$ cat config.mk
export PLATFORM = sky130hd
export DESIGN_NAME = mvcr_ctrl_flat
export DESIGN_NICKNAME = d
export VERILOG_FILES = /design/src/hdl/mvcr_pkg.sv /design/src/hdl/mvcr_if.sv /design/src/hdl/mvcr_ctrl.sv /design/src/flat_wrapper.sv
export SDC_FILE = /design/constraint.sdc
export NUM_CORES = 1
export LEC_CHECK = 0
export ABC_AREA = 1
export BUFFER_PORTS_ARGS = -buffer_cell sky130_fd_sc_hd__buf_4
export CORE_MARGIN = 2
export CORE_UTILIZATION = 38
export DETAILED_ROUTE_END_ITERATION = 7
export PLACE_DENSITY = 0.58
export SLEW_MARGIN = 10
export SYNTH_ARGS = -nofsm -noshare
export SYNTH_HDL_FRONTEND = slang
export SYNTH_SLANG_ARGS = --single-unit
$ cat constraint.sdc
create_clock -name clk -period 4.8 [get_ports clk]
set_clock_uncertainty 0.15 [all_clocks]
set_input_delay 0.24 -clock clk [delete_from_list [all_inputs] [get_ports clk]]
set_output_delay 0.24 -clock clk [all_outputs]
set_load 0.05 [all_outputs]
$ cat src/hdl/mvcr_pkg.sv
// Shared constants, codes and types for the mesh vertex compaction remap block.
package mvcr_pkg;

  localparam int MAX_VERTICES = 65536;
  localparam int IDX_W        = 16;
  localparam int STORE_DEPTH  = 2 ** IDX_W;
  localparam int CNT_W        = $clog2(MAX_VERTICES + 1);
  localparam int CMP_W        = ((CNT_W > IDX_W) ? CNT_W : IDX_W) + 1;

  localparam int ADDR_W = 2;
  localparam int DATA_W = 32;

  localparam logic [ADDR_W-1:0] REG_KEEP_VALUE = '0;
  localparam logic              KEEP_VALUE_RST = 1'b1;

  localparam logic [1:0] OP_START    = 2'd0;
  localparam logic [1:0] OP_VERTEX   = 2'd1;
  localparam logic [1:0] OP_TRIANGLE = 2'd2;

  localparam logic [1:0] KIND_START    = 2'd0;
  localparam logic [1:0] KIND_VERTEX   = 2'd1;
  localparam logic [1:0] KIND_TRIANGLE = 2'd2;
  localparam logic [1:0] KIND_ERROR    = 2'd3;

  typedef struct packed {
    logic             keep;
    logic [IDX_W-1:0] new_idx;
  } entry_t;

  typedef struct packed {
    logic             we;
    logic [IDX_W-1:0] waddr;
    entry_t           wdata;
    logic [IDX_W-1:0] raddr;
  } store_req_t;

  typedef struct packed {
    logic [1:0]       kind;
    logic             kept;
    logic [IDX_W-1:0] old_index;
    logic [IDX_W-1:0] new_a;
    logic [IDX_W-1:0] new_b;
    logic [IDX_W-1:0] new_c;
  } result_t;

endpackage

$ cat src/hdl/mvcr_if.sv
// Item and result channel interfaces.
interface mvcr_item_if;
  import mvcr_pkg::*;
  logic             valid;
  logic             ready;
  logic [1:0]       opcode;
  logic             vertex_flag;
  logic [IDX_W-1:0] corner_a;
  logic [IDX_W-1:0] corner_b;
  logic [IDX_W-1:0] corner_c;

  modport source (output valid, opcode, vertex_flag, corner_a, corner_b, corner_c,
                  input ready);
  modport sink (input valid, opcode, vertex_flag, corner_a, corner_b, corner_c,
                output ready);
endinterface

interface mvcr_result_if;
  import mvcr_pkg::*;
  logic             valid;
  logic             ready;
  logic [1:0]       kind;
  logic             kept;
  logic [IDX_W-1:0] old_index;
  logic [IDX_W-1:0] new_a;
  logic [IDX_W-1:0] new_b;
  logic [IDX_W-1:0] new_c;

  modport source (output valid, kind, kept, old_index, new_a, new_b, new_c,
                  input ready);
  modport sink (input valid, kind, kept, old_index, new_a, new_b, new_c,
                output ready);
endinterface

$ cat src/hdl/mvcr_ctrl.sv
// Item sequencer: counters, table access, triangle reads and two-entry result buffer.
module mvcr_ctrl (
  input  logic                 clk,
  input  logic                 rst,
  input  logic                 keep_value,
  mvcr_item_if.sink            items,
  mvcr_result_if.source        results,
  output mvcr_pkg::store_req_t req,
  input  mvcr_pkg::entry_t     rdata
);
  import mvcr_pkg::*;

  typedef enum logic [3:0] {
    ST_IDLE  = 4'b0001,
    ST_RD_B  = 4'b0010,
    ST_RD_C  = 4'b0100,
    ST_DONE  = 4'b1000
  } state_t;

  state_t           state, state_next;
  logic [CNT_W-1:0] vertex_count, kept_count;
  logic [IDX_W-1:0] corner_b, corner_c;
  logic             tri_keep;
  logic [IDX_W-1:0] remap_a, remap_b;
  logic             ov, hv;
  result_t          od, hd;
  result_t          res;
  logic             res_valid;
  logic             accept, pop;
  logic [CMP_W-1:0] pos_ext;
  logic             vflow, in_store, keep_now, corner_bad, tri_kept;

  assign accept   = items.valid && items.ready;
  assign pop      = ov && results.ready;
  assign pos_ext  = CMP_W'(vertex_count);
  assign vflow    = pos_ext >= CMP_W'(MAX_VERTICES);
  assign in_store = pos_ext < CMP_W'(STORE_DEPTH);
  assign keep_now = items.vertex_flag == keep_value;
  assign corner_bad = (CMP_W'(items.corner_a) >= pos_ext) ||
                      (CMP_W'(items.corner_b) >= pos_ext) ||
                      (CMP_W'(items.corner_c) >= pos_ext);
  assign tri_kept = tri_keep && rdata.keep;

  assign items.ready = (state == ST_IDLE) && !hv;

  always_comb begin
    state_next         = state;
    res                = '0;
    res_valid          = 1'b0;
    req.we             = 1'b0;
    req.waddr          = IDX_W'(pos_ext);
    req.wdata.keep     = keep_now;
    req.wdata.new_idx  = keep_now ? IDX_W'(kept_count) : '0;
    req.raddr          = items.corner_a;
    unique case (state)
      ST_IDLE: begin
        if (accept) begin
          unique case (items.opcode)
            OP_START: begin
              res.kind  = KIND_START;
              res_valid = 1'b1;
            end
            OP_VERTEX: begin
              res_valid = 1'b1;
              if (vflow) begin
                res.kind = KIND_ERROR;
              end else begin
                res.kind      = KIND_VERTEX;
                res.kept      = keep_now;
                res.old_index = IDX_W'(pos_ext);
                res.new_a     = keep_now ? IDX_W'(kept_count) : '0;
                req.we        = in_store;
              end
            end
            OP_TRIANGLE: begin
              if (corner_bad) begin
                res.kind  = KIND_ERROR;
                res_valid = 1'b1;
              end else begin
                state_next = ST_RD_B;
              end
            end
            default: begin
              res.kind  = KIND_ERROR;
              res_valid = 1'b1;
            end
          endcase
        end
      end
      ST_RD_B: begin
        req.raddr  = corner_b;
        state_next = ST_RD_C;
      end
      ST_RD_C: begin
        req.raddr  = corner_c;
        state_next = ST_DONE;
      end
      ST_DONE: begin
        res_valid = 1'b1;
        res.kind  = KIND_TRIANGLE;
        res.kept  = tri_kept;
        if (tri_kept) begin
          res.new_a = remap_a;
          res.new_b = remap_b;
          res.new_c = rdata.new_idx;
        end
        state_next = ST_IDLE;
      end
      default: state_next = ST_IDLE;
    endcase
  end

  always_ff @(posedge clk) begin
    if (rst) begin
      state        <= ST_IDLE;
      vertex_count <= '0;
      kept_count   <= '0;
      ov           <= 1'b0;
      hv           <= 1'b0;
    end else begin
      state <= state_next;
      if (accept && (items.opcode == OP_START)) begin
        vertex_count <= '0;
        kept_count   <= '0;
      end else if (accept && (items.opcode == OP_VERTEX) && !vflow) begin
        vertex_count <= vertex_count + CNT_W'(1);
        kept_count   <= kept_count + CNT_W'(keep_now);
      end
      if (pop) begin
        if (hv) begin
          hv <= res_valid;
        end else begin
          ov <= res_valid;
        end
      end else if (res_valid) begin
        if (ov) begin
          hv <= 1'b1;
        end else begin
          ov <= 1'b1;
        end
      end
    end
  end

  always_ff @(posedge clk) begin
    if (accept) begin
      corner_b <= items.corner_b;
      corner_c <= items.corner_c;
    end
    if (state == ST_RD_B) begin
      tri_keep <= rdata.keep;
      remap_a  <= rdata.new_idx;
    end
    if (state == ST_RD_C) begin
      tri_keep <= tri_keep && rdata.keep;
      remap_b  <= rdata.new_idx;
    end
    if (pop) begin
      if (hv) begin
        od <= hd;
        hd <= res;
      end else begin
        od <= res;
      end
    end else if (res_valid) begin
      if (ov) begin
        hd <= res;
      end else begin
        od <= res;
      end
    end
  end

  assign results.valid     = ov;
  assign results.kind      = od.kind;
  assign results.kept      = od.kept;
  assign results.old_index = od.old_index;
  assign results.new_a     = od.new_a;
  assign results.new_b     = od.new_b;
  assign results.new_c     = od.new_c;

endmodule

$ cat src/flat_wrapper.sv
// flat-port wrapper written by rule: the top's interface ports become plain ports
module mvcr_ctrl_flat import mvcr_pkg::*;
  (clk, rst, keep_value, req, rdata, items_valid, items_opcode, items_vertex_flag, items_corner_a, items_corner_b, items_corner_c, items_ready, results_valid, results_kind, results_kept, results_old_index, results_new_a, results_new_b, results_new_c, results_ready);
  mvcr_item_if items_i ();
  mvcr_result_if results_i ();
  input  logic clk;
  input  logic rst;
  input  logic keep_value;
  output mvcr_pkg::store_req_t req;
  input  mvcr_pkg::entry_t rdata;
  input wire logic [$bits(items_i.valid)-1:0] items_valid;
  input wire logic [$bits(items_i.opcode)-1:0] items_opcode;
  input wire logic [$bits(items_i.vertex_flag)-1:0] items_vertex_flag;
  input wire logic [$bits(items_i.corner_a)-1:0] items_corner_a;
  input wire logic [$bits(items_i.corner_b)-1:0] items_corner_b;
  input wire logic [$bits(items_i.corner_c)-1:0] items_corner_c;
  output wire logic [$bits(items_i.ready)-1:0] items_ready;
  output wire logic [$bits(results_i.valid)-1:0] results_valid;
  output wire logic [$bits(results_i.kind)-1:0] results_kind;
  output wire logic [$bits(results_i.kept)-1:0] results_kept;
  output wire logic [$bits(results_i.old_index)-1:0] results_old_index;
  output wire logic [$bits(results_i.new_a)-1:0] results_new_a;
  output wire logic [$bits(results_i.new_b)-1:0] results_new_b;
  output wire logic [$bits(results_i.new_c)-1:0] results_new_c;
  input wire logic [$bits(results_i.ready)-1:0] results_ready;
  assign items_i.valid = items_valid;
  assign items_i.opcode = items_opcode;
  assign items_i.vertex_flag = items_vertex_flag;
  assign items_i.corner_a = items_corner_a;
  assign items_i.corner_b = items_corner_b;
  assign items_i.corner_c = items_corner_c;
  assign items_ready = items_i.ready;
  assign results_valid = results_i.valid;
  assign results_kind = results_i.kind;
  assign results_kept = results_i.kept;
  assign results_old_index = results_i.old_index;
  assign results_new_a = results_i.new_a;
  assign results_new_b = results_i.new_b;
  assign results_new_c = results_i.new_c;
  assign results_i.ready = results_ready;
  mvcr_ctrl u_core (.clk(clk), .rst(rst), .keep_value(keep_value), .items(items_i), .results(results_i), .req(req), .rdata(rdata));
endmodule
# After elaboration in Yosys (flattened, before gate mapping)
# Index checks and enable logic that the tools add are counted.
# W data, S select, Z words.
word_totals:
  regBits: 239
  latchBits: 0
  ramBits: 0
  romBits: 0
  input_bits: 73
  output_inout_bits: 119
  n_memories: 0
classes:
  add_sub_neg: 2
  mul: 0
  div: 0
  magnitude_cmp: 5
  eq_ne: 13
  n_shift: 0
  muxes: 42
  bitwise: 0
  n_reduce_logical: 21
ops:
  columns: ["op", "n"]
  rows:
  - ["$mux W67", 8]
  - ["$mux W33", 2]
  - ["$pmux W16 S2", 2]
  - ["$ge A16 B17 Y1", 3]
  - ["$mux W48", 1]
  - ["$mux W35", 1]
  - ["$mux W16", 2]
  - ["$mux W32", 1]
  - ["$add A17 B1 Y17", 1]
  - ["$add A17 B1 Y17 const B", 1]
  - ["$ge A17 B17 Y1 const B", 1]
  - ["$lt A17 B17 Y1 const B", 1]
  - ["$mux W1", 16]
  - ["$mux W4", 3]
  - ["$pmux W4 S3", 1]
  - ["$ne A2 B2 Y1 const B", 4]
  - ["$logic_and A1 B1 Y1", 7]
  - ["$pmux W2 S3", 1]
  - ["$pmux W3 S2", 1]
  - ["$reduce_and A2 Y1", 3]
  - ["$reduce_and A3 Y1", 2]
  - ["$reduce_bool A2 Y1", 3]
  - ["$eq A4 B1 Y1 const B", 1]
  - ["$eq A4 B2 Y1 const B", 1]
  - ["12 further kinds", 16]

# Logic depth before layout (Yosys ltp)
# Gate-level depths: netlist of run 1.
depth:
  word_depth: 10
  depth_mapped: 16
  mapped_depth_nobuf: 16

# Least setup slack after synthesis of run 1
# OpenSTA, ideal clock, no wires.
synth_path:
  path_type: "register to register"
  start: "reg u_core.vertex_count[8]"
  end: "reg u_core.od (netlist bit u_core.results.kept) (enable)"
  setup_time_ps: 427
  t_arrival_ps: 3112
  required_time_ps: 4223
  path_slack_ps: 1111
  stages_incl_launch_ff: 15
  n_path_buf: 0
  cell_sequence: "dfxtp_1 -> inv_1 -> ha_1 -> nand2_1 -> nor2_1 -> nand3_1 -> nor2_1 -> nor2_1 -> nand3_1 -> nor2_1 -> nand3_1 -> nand2_1 -> nand2_1 -> nand2_1 -> nand2_1"
synth_between:
  elab_chain_cells: 9
  elab_cells_between_ends: 11
synth_lines:
  columns: ["item", "line", "rtl"]
  rows:
  - ["start, declared", "mvcr_ctrl.sv:21", "logic [CNT_W-1:0] vertex_count, kept_count;"]
  - ["start signal, assigned", "mvcr_ctrl.sv:126", "vertex_count <= vertex_count + CNT_W'(1);"]
  - ["$ge A16 B17 Y1, on equally long branches", "mvcr_ctrl.sv:39, mvcr_ctrl.sv:40", null]
  - ["$logic_or A1 B1 Y1", "mvcr_ctrl.sv:39", "assign corner_bad = (CMP_W'(items.corner_a) >= pos_ext) ||"]
  - ["$logic_or A1 B1 Y1 (*)", "mvcr_ctrl.sv:40", "(CMP_W'(items.corner_b) >= pos_ext) ||"]
  - ["$mux W1 (*)", "mvcr_ctrl.sv:76", "if (corner_bad) begin"]
  - ["$mux W1 (*)", "mvcr_ctrl.sv:58", "unique case (items.opcode)"]
  - ["$mux W1 (*)", "mvcr_ctrl.sv:57", "if (accept) begin"]
  - ["$pmux W1 S2 (*)", "mvcr_ctrl.sv:55", "unique case (state)"]
  - ["$reduce_bool A2 Y1 (no source line) (*)", null, null]
  - ["$reduce_and A2 Y1 (no source line) (*)", null, null]
  - ["end signal, assigned", "mvcr_ctrl.sv:163", "od <= res;"]
  - ["end signal, assigned", "mvcr_ctrl.sv:169", "od <= res;"]
  - ["end, declared", "mvcr_ctrl.sv:26", "result_t od, hd;"]
# Mark *: on every way between the ends. The rest lies on a longest branch, timed or not.
# A chain may end at the register's enable or synchronous reset.

# Final worst setup path of run 1
layout_path:
  start: "reg u_core.vertex_count[8]"
  end: "reg u_core.od (netlist bit u_core.results.new_a[6]) (enable)"
# Same word-level chain as after synthesis.

==> results of run 1 <==
[metal layers]
metal	GRT usage, %	wire length [microns]	share of wire, %	vias up
met2	34.3	15000	49	301
met4	4.96	755	2.5	0
met5	0	0	0	-
met3	2.86	1950	6.4	39
met1	24.7	12700	42	3945
li1	-	-	-	4314
[stage by stage]
| stage | hold WS, ps | cells | util [%] | power, mW | worst slack, ps |
|---|---|---|---|---|---|
| global route | 67.3 | 1814 | 49.0 | 5.04 | 1120 |
| floorplan | 162 | 1169 | - | 2.75 | 1110 |
| finish | 60.8 | 1814 | 49.0 | 4.88 | 1380 |
| global placement | 285 | 1714 | 44.4 | 2.97 | 1520 |
| detailed placement | 284 | 1714 | 44.4 | 2.97 | 1400 |
| CTS | 22.9 | 1814 | 49.0 | 4.93 | 1370 |
[cell families after synthesis]
| kind of cell | share of synthesized area [%] |
|---|---|
| buf+inv | 7.12 |
| compound gates | 5.34 |
| xor+xnor | 0.387 |
| simple gates | 21.6 |
| fa+ha+maj | 5.76 |
| flops | 59.8 |
[Yosys cell counts, types with 2 or more instances]
master      n
ha_1       52
o21ai_0    22
nor3b_2     2
nand2_4     2
nor2_1    122
clkbuf_1   22
xor2_1      4
o22ai_1     8
o21ai_1    15
nand2_1   350
dfxtp_1    39
buf_4      17
buf_1       3
nor3_2      6
nand4_1     7
inv_2       5
nor2_2      2
a21oi_1    39
nand2_2     4
edfxtp_1  199
o21a_1      5
o22ai_2     8
nor4_1      3
buf_2       2
nand3_1    47
inv_1     140
nor2_4      6
nor3_1     23
[worst max-delay path, stage by stage, from the launching register on]
cell and delay [ps]:
dfxtp_1 460, inv_1 180, ha_1 330, nand2_1 80, nor2_1 320, nand3_1 120, nor2_1 120, nor2_1 40
nand3_1 50, nor2_1 60, nand3_1 90, nand2_1 70, nand2_1 120, nand2_1 100, nand2_4 680
[path summary, 6_finish.rpt]
kind,start,endpoint,slack [ps],depth (start not counted)
hold / removal,items_opcode[0],u_core.state[0],60,5
setup reg to reg,u_core.vertex_count[8],u_core.results.new_a[6],1380,14
setup / recovery,u_core.vertex_count[8],u_core.results.new_a[6],1380,14
hold reg to reg,u_core.kept_count[0],u_core.kept_count[0],320,2
[report_power, final]
part / switching (mW) / internal (mW) / total (mW)
Sequential: 0.0286 / 2.33 / 2.35
Combinational: 0.414 / 0.188 / 0.602
Clock: 0.789 / 1.13 / 1.92
Total: 1.23 / 3.65 / 4.88
[state kept, by name (all words and copies together), names as in the netlist]
signal / count
u_core.hd: 67
u_core.vertex_count: 17
u_core.corner_b: 16
u_core.corner_c: 16
u_core.kept_count: 16
u_core.remap_a: 16
u_core.remap_b: 16
u_core.results.new_a: 16
u_core.results.new_b: 16
u_core.results.new_c: 16
u_core.results.old_index: 16
u_core.state: 4
u_core.results.kind: 2
u_core.hv: 1
u_core.results.kept: 1
u_core.results.valid: 1
u_core.tri_keep: 1
[placed cells by master, fill, tap and decap left out, types with 2 or more instances in the layout]
master | netlist | layout
edfxtp_1 | 199 | 199
nor3_4 | 0 | 2
nor2_4 | 6 | 7
nand3_1 | 47 | 46
bufinv_16 | 0 | 2
nor2_2 | 2 | 2
nor3_1 | 23 | 23
clkbuf_16 | 0 | 26
clkbuf_8 | 0 | 2
nor3b_2 | 2 | 2
clkbuf_1 | 22 | 8
dfxtp_1 | 39 | 39
nand2_1 | 350 | 349
clkinv_1 | 1 | 6
nand4_1 | 7 | 7
o22ai_1 | 8 | 8
nand2_2 | 4 | 4
clkinv_2 | 1 | 5
nor3_2 | 6 | 4
xor2_1 | 4 | 4
nand3_2 | 1 | 2
nand2_4 | 2 | 3
o21ai_1 | 15 | 15
inv_1 | 140 | 139
a21oi_1 | 39 | 39
o21ai_0 | 22 | 22
nor2_1 | 122 | 121
inv_2 | 5 | 6
buf_4 | 17 | 199
o22ai_2 | 8 | 8
nor4_1 | 3 | 3
o21a_1 | 5 | 5
dlygate4sd3_1 | 0 | 52
ha_1 | 52 | 52
[area by class of cell]
type / count / area [sq um] / share of cell area (%)
clock inverter: 12 / 115 / 0.797
inverter: 148 / 562 / 3.89
multi-input combinational: 738 / 3780 / 26.2
sequential: 238 / 6760 / 46.8
tap: 390 / 488 / 3.38
clock buffer: 36 / 708 / 4.90
timing repair buffer: 252 / 2030 / 14.1
==> flow_summary_export.csv, run 1 <==
group,metric,value,unit
grt,grt_max_degree,68,
sta,min_period,3420,ps
floorplan,start_util,38.3,%
grt,track_usage,19.3,%
grt,grt_pass1_vias,8336,
sta,fmax,0.292,GHz
place,placed_cell_area,0.0131,sq mm
yosys,synth_area,0.0113,sq mm
yosys,syn_area_per_cell,9.67,sq um
detailed_routing,drt_iter0_drc,581,
clock_tree,post_cts_buffers,0,
setup_path,crit_fanout,67,
setup_path,end_kind,"flop",
clock_tree,cts_tree,"built",
grt,grt_overflow,0,
yosys,synth_fp_nets,1294,
power_and_ir_drop,power.density,338,mW/mm^2
yosys,synth-seq-cells,238,
outcome,outcome,"finished, final reports clean",
floorplan,core,0.0295,sq mm
yosys,synth_edf_count,199,
clock_tree,cts_hold_buf,52,
setup_path,cp.required,4800,ps
floorplan,die_x,176,microns
clock_tree,cts_htree_levels,1,
clock_tree,cts_buffers,26,
min_path,hp-class,"in -> reg",
floorplan,dieHeight,176,microns
setup_path,arrival,3420,ps
clock_tree,worst_skew_pair.late_latency,540,ps
yosys,ys_warn_count,0,
place,gp_congestion,0.887,
finish,layout-drive-gt1-share,19.7,%
detailed_routing,via_count,8599,
yosys,yosysTopAreaCellShare,52.9,%
finish,final_cell_area,0.0144,sq mm
yosys,synth_cell_types,43,
grt,grt_pass1_wl,46500,microns
detailed_routing,drt-wirelength-per-cell,16.7,microns
detailed_routing,via_per_inst,4.74,
floorplan,io_pins,192,
power_and_ir_drop,leakagePower,6.17,nW
sta,drv_slew,0,
place,portBuffers,191,
detailed_routing,wl,30400,microns
job,cap_violations,0,
yosys,async_flop_share,0,%
floorplan,dieArea,0.0311,sq mm
clock_tree,clock-sinks,238,
sta,timing.final.crit_share,71.3,%
yosys,ys.flop_type,"edfxtp_1",
clock_tree,path_clk_slew,60,ps
finish,diodes,0,
floorplan,rows,63,
clock_tree,ctsLongestPathBuffers,3,
setup_path,worst-setup-path-type,"reg -> reg",
finish,n_fill_cell,2778,
setup_path,startpoint_type,"flop",
sta,slew_headroom,37.3,%
place,dp.final_hpwl,22000,microns
detailed_routing,drcViolationCount,0,
detailed_routing,dr.pass1.iters,5,
sta,timing.setup.tns,0,ps
sta,rsz0062_at_grt,"no",
yosys,syn_inst,1169,
power_and_ir_drop,peakVddDrop,0.000280,V
clock_tree,post_cts_resized,0,
finish,syn2layout_area_growth,27.7,%
grt,antenna_found_initial,0,
detailed_routing,antenna_left,0,
yosys,ys_top_cells_by_area,"edfxtp_1 (53%), nand2_1 (12%), dfxtp_1 (6.9%), ha_1 (5.8%), inv_1 (4.6%)",
yosys,synth_area_leader_cell,"edfxtp_1",
finish,final_net_count,1529,
sta,setup_viol,0,
yosys,ys_seq_area_share,59.8,%
sta,tightest_slew,940,ps
sta,finalHoldViolCount,0,
clock_tree,cts_root_buf,"clkbuf_16",
Power figures use the tool's default switching activity.
==> inputs of run 2 (changes only) <==
- PLACE_DENSITY: 0.58 -> 0.6
- clock period: 4.8 -> 2.88 ns (I/O delays scaled with it)
==> run 2 against run 1 <==
Against the previous run: clock power rose by 83%; total power increased by 75%; count of clock-buffer cells in the layout decreased by 5; via count up 1.6%; fmax increased by 29%; combinational power up 79%; utilization up 2.8 points; register-to-register slack got worse by 1100 ps; flip-flop and latch count stayed put; critical path type unchanged; largest cell class unchanged; highest routed layer unchanged.
==> flow_summary_export.csv, run 2 (synthesis gave the netlist of run 1 again) <==
group,metric,value,unit
outcome,outcome,"finished, final reports clean",
clock_tree,cts_tree,"built",
finish,layout-drive-gt1-share,26.1,%
min_path,hold_start,"items_vertex_flag",
detailed_routing,drt_iter0_drc,725,
setup_path,r2r-start,"u_core.vertex_count[15]",
setup_path,worstReg2RegEnd,"u_core.hd[58]",
floorplan,rows,63,
clock_tree,cts_buffers,27,
place,portBuffers,191,
setup_path,cp_top_family,"simple AND/OR/NAND/NOR gates",
finish,diodes,0,
sta,setup_viol,0,
job,cap_violations,0,
sta,hold_ws,149,ps
place,dp_slack,210,ps
floorplan,io_pins,192,
grt,antenna_found_initial,0,
setup_path,end_kind,"flop",
sta,slew_headroom,66.0,%
setup_path,startpoint_type,"flop",
finish,finalNonFillerCells,1829,
clock_tree,path_clk_slew,60,ps
power_and_ir_drop,power.density,558,mW/mm^2
power_and_ir_drop,peakVddDrop,0.000482,V
min_path,whs_endpoint,"u_core.kept_count[0]",
setup_path,worst-setup-path-type,"reg -> reg",
finish,syn2layout_area_growth,35.1,%
sta,rsz0062_at_grt,"no",
sta,tightest_slew,505,ps
detailed_routing,via_per_inst,4.78,
clock_tree,worst_skew_pair.late_latency,560,ps
place,dp.cells,1724,
floorplan,dieHeight,176,microns
finish,multiInputGateArea,0.00428,sq mm
place,dp.final_hpwl,22100,microns
min_path,hold_depth,5,
setup_path,setup.worst_path.start,"u_core.vertex_count[15]",
sta,drv_slew,0,
clock_tree,ctsLongestPathBuffers,3,
setup_path,r2r_cells,17,
detailed_routing,dr.pass1.iters,5,
floorplan,dieArea,0.0311,sq mm
grt,grt_max_degree,65,
finish,final_common_cell,"nand2_1",
detailed_routing,drt-wirelength-per-cell,16.5,microns
power_and_ir_drop,leakagePower,6.34,nW
detailed_routing,drcViolationCount,0,
detailed_routing,wl,30200,microns
finish,reg_top3,"u_core.hd (67), u_core.vertex_count (17)",
sta,finalHoldViolCount,0,
finish,top_register,"u_core.hd",
setup_path,cp.required,2970,ps
clock_tree,clock-sinks,238,
setup_path,cpPeakStageDelay,380,ps
finish,seq_area,0.00679,sq mm
setup_path,r2r_slack,230,ps
setup_path,crit_chain,"inv_4, ha_4, inv_1, nor2_1, nand2_1, nor2_1, nand4_1, nand2_1, inv_1, nand2_1, nor2_1, nand3_1, nand2_1, nand3_1, nand3_2, clkinvlp_4, buf_4",
floorplan,core,0.0295,sq mm
setup_path,crit_top_cell,"nand2_1",
setup_path,cp_slowest_cell,"dfxtp_4",
setup_path,worstPathBufferInverterCount,5,
floorplan,start_util,38.3,%
setup_path,crit_fanout,14,
grt,grt_pass1_vias,8663,
detailed_routing,antenna_left,0,
place,gp_congestion,0.888,
min_path,hp-class,"in -> reg",
floorplan,die_x,176,microns
grt,track_usage,19.3,%
sta,timing.final.crit_share,92.1,%
grt,grt_overflow,0,
sta,fmax,0.377,GHz
finish,most-common-layout-cells,"nand2_1 (343), buf_4 (205), edfxtp_1 (199)",
sta,min_period,2650,ps
finish,largest_reg_flops,67,
clock_tree,cts_root_buf,"clkbuf_16",
clock_tree,cts_htree_levels,1,
setup_path,arrival,2740,ps
detailed_routing,via_count,8738,
sta,setup_ws,227,ps
clock_tree,post_cts_resized,0,
finish,n_fill_cell,2643,
finish,final_net_count,1543,
grt,grt_pass1_wl,46500,microns
## run 2: worst max path at each step
stage	slack, ps	cells past startpoint	end
floorplan	-110	16	u_core.hd[0]
detailed placement	210	17	u_core.hd[58]
finish	230	17	u_core.hd[58]
CTS	200	17	u_core.hd[58]
global route	8	15	u_core.hd[61]
global placement	230	17	u_core.hd[58]
## run 2: what timing repair did
item,4_1_cts,5_1_grt
hold buffers,55,0
setup buffers,0,0
endpoints found under the hold margin,122,0
## run 2: stage by stage
stage               cell area (sq um)  power [mW]  TNS [ps]  utilization (%)
finish                          15300        8.52         0             51.8
detailed placement              13800        5.02         0             46.8
floorplan                       11900        4.60     -9040                -
global placement                13800        5.01         0             46.8
CTS                             15300        8.59         0             51.8
global route                    15300        8.79         0             51.8
## run 2: where the power goes
group,total [mW],leakage [nW],switching [mW],internal (mW)
combinational,1.08,3.63,0.712,0.370
sequential,3.92,2.28,0.0470,3.87
clock,3.52,0.428,1.43,2.09
total,8.52,6.34,2.18,6.33
## run 2: cell type report
cell class,count,share of cell area [%]
multi-input combinational,738,28.0
timing repair buffer,265,14.3
sequential,238,44.4
inverter,148,4.00
clock buffer,31,4.52
tap,390,3.20
clock inverter,19,1.46
## run 2: routing by layer
layer | track usage [%] | vias to the layer above | share of wire [%]
li1 | - | 4353 | -
met1 | 25.0 | 4075 | 43
met2 | 33.4 | 252 | 48
met3 | 2.95 | 58 | 5.3
met4 | 5.79 | 0 | 3.0
met5 | 0 | - | 0
## run 2: worst reg2reg max path, stage by stage, from the launching register on
cell,delay [ps]
dfxtp_4,380
inv_4,70
ha_4,260
inv_1,30
nor2_1,190
nand2_1,100
nor2_1,100
nand4_1,90
nand2_1,80
inv_1,40
nand2_1,50
nor2_1,60
nand3_1,110
nand2_1,90
nand3_1,90
nand3_2,90
clkinvlp_4,130
buf_4,250
